**src/design/smed_pkg.sv**
```systemverilog
// Package for the three-axis sliding median filter.
// Holds the sample width, the default window length and the sample type.
// No dependencies.
`default_nettype none

package smed_pkg;

	localparam int DATA_W         = 20;
	localparam int WINDOW_DEFAULT = 8;

	typedef logic signed [DATA_W-1:0] sample_t;

endpackage

`default_nettype wire

```
**src/design/smed_sample_if.sv**
```systemverilog
// Valid/ready channel that carries one three-axis input sample.
// Depends on smed_pkg for the sample type.
`default_nettype none

interface smed_sample_if;

	logic            valid;
	logic            ready;
	smed_pkg::sample_t sample_x;
	smed_pkg::sample_t sample_y;
	smed_pkg::sample_t sample_z;

	modport source (output valid, output sample_x, output sample_y, output sample_z,
		input ready);
	modport sink (input valid, input sample_x, input sample_y, input sample_z,
		output ready);

endinterface

`default_nettype wire

```
**src/design/smed_result_if.sv**
```systemverilog
// Valid/ready channel that carries one filtered three-axis result.
// Depends on smed_pkg for the sample type.
`default_nettype none

interface smed_result_if;

	logic            valid;
	logic            ready;
	smed_pkg::sample_t median_x;
	smed_pkg::sample_t median_y;
	smed_pkg::sample_t median_z;
	logic            filtered;

	modport source (output valid, output median_x, output median_y, output median_z,
		output filtered, input ready);
	modport sink (input valid, input median_x, input median_y, input median_z,
		input filtered, output ready);

endinterface

`default_nettype wire

```
**src/design/three_axis_sliding_median_core.sv**
```systemverilog
// Three-axis sliding-window median filter: one transaction in, one transaction out.
// A sample and the ranks from the compare in each cell are written into the window cells
// when it is accepted; the median select then feeds the output register when free.
// Throughput: one sample per cycle while the output is not stalled.
// Reset clears the windows to zero with ranks by position, the fill count and all valids.
`default_nettype none

module three_axis_sliding_median_core #(
	parameter int WINDOW = smed_pkg::WINDOW_DEFAULT
) (
	input  wire logic     clk,
	input  wire logic     arst_n,
	smed_sample_if.sink   samples,
	smed_result_if.source results
);

	localparam int FILL_W = $clog2(WINDOW + 1);

	logic              pending_s1;
	logic              full_s1;
	logic [FILL_W-1:0] fill_q;
	logic              out_valid_q;
	smed_pkg::sample_t median_x_q;
	smed_pkg::sample_t median_y_q;
	smed_pkg::sample_t median_z_q;
	logic              filtered_q;

	logic              in_take;
	logic              out_load;
	smed_pkg::sample_t med_x;
	smed_pkg::sample_t med_y;
	smed_pkg::sample_t med_z;
	smed_pkg::sample_t new_x;
	smed_pkg::sample_t new_y;
	smed_pkg::sample_t new_z;

	assign out_load       = pending_s1 && (!out_valid_q || results.ready);
	assign samples.ready  = !pending_s1 || out_load;
	assign in_take        = samples.valid && samples.ready;

	smed_axis_chain #(.WINDOW(WINDOW)) u_chain_x (
		.clk   (clk),
		.arst_n(arst_n),
		.shift (in_take),
		.sample(samples.sample_x),
		.median(med_x),
		.newest(new_x)
	);

	smed_axis_chain #(.WINDOW(WINDOW)) u_chain_y (
		.clk   (clk),
		.arst_n(arst_n),
		.shift (in_take),
		.sample(samples.sample_y),
		.median(med_y),
		.newest(new_y)
	);

	smed_axis_chain #(.WINDOW(WINDOW)) u_chain_z (
		.clk   (clk),
		.arst_n(arst_n),
		.shift (in_take),
		.sample(samples.sample_z),
		.median(med_z),
		.newest(new_z)
	);

	always_ff @(posedge clk or negedge arst_n) begin
		if (!arst_n) begin
			pending_s1 <= 1'b0;
			full_s1    <= 1'b0;
			fill_q     <= '0;
		end else begin
			if (in_take) begin
				pending_s1 <= 1'b1;
				full_s1    <= (fill_q >= FILL_W'(WINDOW - 1));
				if (fill_q != FILL_W'(WINDOW)) begin
					fill_q <= fill_q + 1'b1;
				end
			end else if (out_load) begin
				pending_s1 <= 1'b0;
			end
		end
	end

	always_ff @(posedge clk or negedge arst_n) begin
		if (!arst_n) begin
			out_valid_q <= 1'b0;
		end else if (out_load) begin
			out_valid_q <= 1'b1;
		end else if (results.ready) begin
			out_valid_q <= 1'b0;
		end
	end

	always_ff @(posedge clk) begin
		if (out_load) begin
			median_x_q <= full_s1 ? med_x : new_x;
			median_y_q <= full_s1 ? med_y : new_y;
			median_z_q <= full_s1 ? med_z : new_z;
			filtered_q <= full_s1;
		end
	end

	assign results.valid    = out_valid_q;
	assign results.median_x = median_x_q;
	assign results.median_y = median_y_q;
	assign results.median_z = median_z_q;
	assign results.filtered = filtered_q;

endmodule

`default_nettype wire

```
**src/design/smed_cell.sv**
```systemverilog
// One window entry of one axis: the stored sample and its rank in the window.
// The rank is updated against the broadcast oldest and newest samples on each shift.
// Depends on smed_pkg.
`default_nettype none

module smed_cell #(
	parameter int RANK_W     = 3,
	parameter int RESET_RANK = 0
) (
	input  wire logic              clk,
	input  wire logic              arst_n,
	input  wire logic              shift,
	input  wire smed_pkg::sample_t val_in,
	input  wire logic [RANK_W-1:0] rank_in,
	input  wire smed_pkg::sample_t oldest,
	input  wire smed_pkg::sample_t newest,
	output smed_pkg::sample_t      val,
	output logic [RANK_W-1:0]      rank,
	output logic [RANK_W-1:0]      rank_adj,
	output logic                   le_new
);

	smed_pkg::sample_t   val_q;
	logic [RANK_W-1:0]   rank_q;
	logic                le_old;
	logic                lt_new;

	// Ties are broken by age, so the departing oldest entry ranks below any equal entry
	// and the arriving newest entry ranks above it.
	always_comb begin
		le_old   = (oldest <= val_q);
		lt_new   = (newest < val_q);
		le_new   = (val_q <= newest);
		rank_adj = rank_q - RANK_W'(le_old) + RANK_W'(lt_new);
	end

	always_ff @(posedge clk or negedge arst_n) begin
		if (!arst_n) begin
			val_q  <= '0;
			rank_q <= RANK_W'(RESET_RANK);
		end else if (shift) begin
			val_q  <= val_in;
			rank_q <= rank_in;
		end
	end

	assign val  = val_q;
	assign rank = rank_q;

endmodule

`default_nettype wire

```
**src/design/smed_axis_chain.sv**
```systemverilog
// Row of window cells for one axis, with the rank count of the arriving sample
// and the selection of the entry of median rank. Depends on smed_pkg and smed_cell.
`default_nettype none

module smed_axis_chain #(
	parameter int WINDOW = smed_pkg::WINDOW_DEFAULT
) (
	input  wire logic              clk,
	input  wire logic              arst_n,
	input  wire logic              shift,
	input  wire smed_pkg::sample_t sample,
	output smed_pkg::sample_t      median,
	output smed_pkg::sample_t      newest
);

	localparam int RANK_W   = (WINDOW > 1) ? $clog2(WINDOW) : 1;
	localparam int MED_RANK = WINDOW / 2 - 1;

	smed_pkg::sample_t   val_a  [WINDOW];
	logic [RANK_W-1:0]   rank_a [WINDOW];
	logic [RANK_W-1:0]   adj_a  [WINDOW];
	logic [WINDOW-1:0]   le_new_a;
	logic [RANK_W-1:0]   new_rank;
	smed_pkg::sample_t   median_c;

	for (genvar k = 0; k < WINDOW; k++) begin : g_cell
		if (k == WINDOW - 1) begin : g_last
			smed_cell #(.RANK_W(RANK_W), .RESET_RANK(k)) u_cell (
				.clk     (clk),
				.arst_n  (arst_n),
				.shift   (shift),
				.val_in  (sample),
				.rank_in (new_rank),
				.oldest  (val_a[0]),
				.newest  (sample),
				.val     (val_a[k]),
				.rank    (rank_a[k]),
				.rank_adj(adj_a[k]),
				.le_new  (le_new_a[k])
			);
		end else begin : g_mid
			smed_cell #(.RANK_W(RANK_W), .RESET_RANK(k)) u_cell (
				.clk     (clk),
				.arst_n  (arst_n),
				.shift   (shift),
				.val_in  (val_a[k+1]),
				.rank_in (adj_a[k+1]),
				.oldest  (val_a[0]),
				.newest  (sample),
				.val     (val_a[k]),
				.rank    (rank_a[k]),
				.rank_adj(adj_a[k]),
				.le_new  (le_new_a[k])
			);
		end
	end

	// The arriving sample ranks above every remaining entry that is not greater than it.
	// The departing oldest entry is taken back out of the count.
	always_comb begin
		logic [RANK_W:0] cnt;
		cnt = '0;
		for (int k = 0; k < WINDOW; k++) begin
			cnt = cnt + (RANK_W+1)'(le_new_a[k]);
		end
		cnt      = cnt - (RANK_W+1)'(le_new_a[0]);
		new_rank = cnt[RANK_W-1:0];
	end

	// Ranks are a permutation of the window positions, so exactly one entry matches.
	always_comb begin
		median_c = '0;
		for (int k = 0; k < WINDOW; k++) begin
			if (rank_a[k] == RANK_W'(MED_RANK)) begin
				median_c = median_c | val_a[k];
			end
		end
	end

	assign median = median_c;
	assign newest = val_a[WINDOW-1];

endmodule

`default_nettype wire

```
**src/flat_wrapper.sv**
```systemverilog
// flat-port wrapper written by rule: the top's interface ports become plain ports
module three_axis_sliding_median_core_flat 
#(
	parameter int WINDOW = smed_pkg::WINDOW_DEFAULT
)
  (clk, arst_n, samples_valid, samples_sample_x, samples_sample_y, samples_sample_z, samples_ready, results_valid, results_median_x, results_median_y, results_median_z, results_filtered, results_ready);
  smed_sample_if samples_i ();
  smed_result_if results_i ();
  input  wire logic clk;
  input  wire logic arst_n;
  input wire logic [$bits(samples_i.valid)-1:0] samples_valid;
  input wire logic [$bits(samples_i.sample_x)-1:0] samples_sample_x;
  input wire logic [$bits(samples_i.sample_y)-1:0] samples_sample_y;
  input wire logic [$bits(samples_i.sample_z)-1:0] samples_sample_z;
  output wire logic [$bits(samples_i.ready)-1:0] samples_ready;
  output wire logic [$bits(results_i.valid)-1:0] results_valid;
  output wire logic [$bits(results_i.median_x)-1:0] results_median_x;
  output wire logic [$bits(results_i.median_y)-1:0] results_median_y;
  output wire logic [$bits(results_i.median_z)-1:0] results_median_z;
  output wire logic [$bits(results_i.filtered)-1:0] results_filtered;
  input wire logic [$bits(results_i.ready)-1:0] results_ready;
  assign samples_i.valid = samples_valid;
  assign samples_i.sample_x = samples_sample_x;
  assign samples_i.sample_y = samples_sample_y;
  assign samples_i.sample_z = samples_sample_z;
  assign samples_ready = samples_i.ready;
  assign results_valid = results_i.valid;
  assign results_median_x = results_i.median_x;
  assign results_median_y = results_i.median_y;
  assign results_median_z = results_i.median_z;
  assign results_filtered = results_i.filtered;
  assign results_i.ready = results_ready;
  three_axis_sliding_median_core #(.WINDOW(WINDOW)) u_core (.clk(clk), .arst_n(arst_n), .samples(samples_i), .results(results_i));
endmodule
```
**config.mk**
```make
export PLATFORM = sky130hd
export DESIGN_NAME = three_axis_sliding_median_core_flat
export DESIGN_NICKNAME = d
export VERILOG_FILES = /design/src/design/smed_pkg.sv /design/src/design/smed_sample_if.sv /design/src/design/smed_result_if.sv /design/src/design/three_axis_sliding_median_core.sv /design/src/design/smed_cell.sv /design/src/design/smed_axis_chain.sv /design/src/flat_wrapper.sv
export SDC_FILE = /design/constraint.sdc
export NUM_CORES = 2
export LEC_CHECK = 0
export ABC_AREA = 1
export BUFFER_PORTS_ARGS = -buffer_cell sky130_fd_sc_hd__buf_2
export CAP_MARGIN = 20
export CORE_UTILIZATION = 65
export DETAILED_ROUTE_END_ITERATION = 16
export PLACE_DENSITY = 0.82
export SLEW_MARGIN = 20
export SYNTH_ARGS = -nofsm -noshare
export SYNTH_HDL_FRONTEND = slang
export SYNTH_HIERARCHICAL = 1
export SYNTH_SLANG_ARGS = --single-unit
export TNS_END_PERCENT = 20
```
**constraint.sdc**
```tcl
create_clock -name clk -period 10.7 [get_ports clk]
set_clock_uncertainty 0.1 [all_clocks]
set_input_delay 0.535 -clock clk [delete_from_list [all_inputs] [get_ports clk]]
set_output_delay 0.535 -clock clk [all_outputs]
set_load 0.02 [all_outputs]
```
==> reports/metrics.cfg <==
[sta]
fin_crit_sh_pct=43.1
rsz0062_at_grt=no
clock.fmax_mhz=217
finalHoldViolCount=0
max_slew_margin_pct=15.2
holdWs_ps=108
final.setup.tns_ps=0
tightest_slew_ps=1270
worst_slack_ps=6090
slew_violations=0
setup_viol=0
fin_crit_ps=4610

[global_route]
antenna_found_initial=6
grt_max_degree=181
grt_pass1_wl_um=267000
overflow=0
first_global_vias=50806
track_usage_pct=37.4

[clock_tree]
clockRootBuffer=clkbuf_16
clockBufferDepth=3
insertion_delay_ps=660
cts_buffers=77
cts-htree-levels=3
cts_tree=yes
cts_setup_buffers=0
clk_pin_slew_ps=60
cts_sinks=620

[setup_path]
crit_path_start=u_core/u_chain_y/g_cell[3].g_mid.u_cell/val[19]
cp_max_fo=4
timing.rr.start=u_core/u_chain_y/g_cell[3].g_mid.u_cell/val[19]
cp.arrival_ps=5080
worstSetupStartpointType=register
cp-end-kind=register
path_class=register to register
cp.required_ps=11170

[final_layout]
stdcell_area_sq_mm=0.0605
fin_cells=9083
drive_above_1_share_pct=8.13
synthToLayoutAreaGrowth_pct=5.61
nets=8912

[placed_design]
dpl.hpwl_um=123000
port_buffers=126
post-place-ws_ps=5820
place_congestion=0.996
post-place-cells=8935
placed_cell_area_sq_mm=0.0578

[logic_synthesis]
netlist_area_sq_mm=0.0573
syn-num-nets=8962
yosys_warnings=6
syn_avg_cell_area_sq_um=7.24
syn_inst=7912

[floorplanning]
start_util_pct=65.9
rows=108
die_x_um=299
coreArea_sq_mm=0.0870
pin_count=127
dieHeight_um=299
die-area_sq_mm=0.0894

[route]
top_layer_used=met5
wl_met1_um=68600
routed_wl_um=169000
via_per_inst=5.82
wire_per_inst_um=18.6
antenna_left=0
drcViolationCount=0
vias=52902
drt-initial-drc-count=5246
route.met2.wl_um=76400
wl_met3_um=13800
dr.pass1.iters=8

[pwr]
leakage_nw=35.0
max-vdd-ir-drop_mv=0.276
powerDensity_mw_per_mm2=254

[hold_path]
hp-start=results_ready
hold_path_class=input port to register

[status]
status=completed

[run]
drv_cap=0

[critical path, cell delays in order (launching register included)]
cell and delay (ps):
dfrtp_1 420, ha_1 400, nand2_2 130, inv_1 40, nand2_1 60, nand2_1 50
a21oi_1 310, nand4_1 150, nand3_1 180, inv_1 80, fa_1 560, fa_1 430
fa_1 440, inv_1 70, ha_1 130, inv_1 40, fa_1 370, xnor2_1 200
xor2_1 180, nand2_1 90, o21ai_0 120
[metrics by stage]
stage	power, mW	utilization (%)
after floorplan	10.1	-
after CTS	15.2	69.5
after global routing	16.6	69.6
final	15.4	69.6
after global placement	11.8	66.4
after detailed placement	12.3	66.4
[path summary, 6_finish.rpt]
path	depth (start not counted)	to	slack, ps
hold / removal	4	u_core/results.valid	110
setup reg to reg	20	u_core/u_chain_y/g_cell[7].g_last.u_cell/rank[2]	6090
hold reg to reg	2	u_core/u_chain_x/g_cell[5].g_mid.u_cell/rank[2]	420
max in group asynchronous	4	u_core/u_chain_x/g_cell[5].g_mid.u_cell/rank[1]	7960
min in group asynchronous	2	u_core/u_chain_z/g_cell[5].g_mid.u_cell/val[6]	380
setup / recovery	20	u_core/u_chain_y/g_cell[7].g_last.u_cell/rank[2]	6090
[layout by cell type (no fill, tap or decap), types with 2 or more instances in the layout]
cell           n
buf_4         17
inv_1       1592
nand3_2       47
ha_1         950
edfxtp_1      61
clkbuf_8      11
nand2_2      135
nor2_4        45
nand2_1     2215
nand3_1       47
xnor2_1       24
diode_2        4
mux2_2        48
inv_2         18
dfstp_2       36
nor2_2        46
nand4_1      573
clkinvlp_4     3
buf_12         3
a21o_1        45
dfrtp_1      522
xor2_1        25
clkbuf_16     82
bufinv_16     11
a21oi_1      271
clkinv_2      11
buf_2        125
fa_1          36
nor2_1       345
clkinv_1       2
clkbuf_1      21
o21ai_0      550
[final cells by class]
class	count	area [sq um]
Fill cell	7126	26500
Antenna cell	4	10.0
Clock buffer	114	2280
Multi-Input combinational cell	5404	33600
Tap cell	1155	1450
Sequential cell	620	15900
Clock inverter	27	415
Timing Repair Buffer	148	866
Inverter	1611	6050
[metal layers]
layer,track usage (%),vias up
li1,-,25185
met5,0,-
met2,60.1,2454
met4,20.9,2
met1,48.3,24654
met3,5.78,607
[what timing repair did]
item                                   4_1_cts  5_1_grt
endpoints found under the hold margin       76        0
hold buffers                                 1        0
resized for setup                            0        0
[state kept, by name (all words and copies together), names as in the netlist, 4 cells and up]
| name | flops |
|---|---|
| u_core/u_chain_y/g_cell.g_mid.u_cell/val | 140 |
| u_core/fill_q | 4 |
| u_core/u_chain_x/g_cell.g_mid.u_cell/rank | 21 |
| u_core/u_chain_y/g_cell.g_mid.u_cell/rank | 21 |
| u_core/results.median_x | 20 |
| u_core/results.median_z | 20 |
| u_core/u_chain_z/g_cell.g_mid.u_cell/val | 140 |
| u_core/u_chain_x/g_cell.g_last.u_cell/val | 20 |
| u_core/results.median_y | 20 |
| u_core/u_chain_y/g_cell.g_last.u_cell/val | 20 |
| u_core/u_chain_z/g_cell.g_last.u_cell/val | 20 |
| u_core/u_chain_x/g_cell.g_mid.u_cell/val | 140 |
| u_core/u_chain_z/g_cell.g_mid.u_cell/rank | 21 |
[power breakdown]
part           internal [mW]  switching, mW  leakage [nW]
clock                   1.74           1.09          1.32
combinational           2.90           4.81          26.0
sequential              3.14           1.73          7.67
total                   7.78           7.63          35.0
No activity file was read; power rests on OpenSTA's default activity.
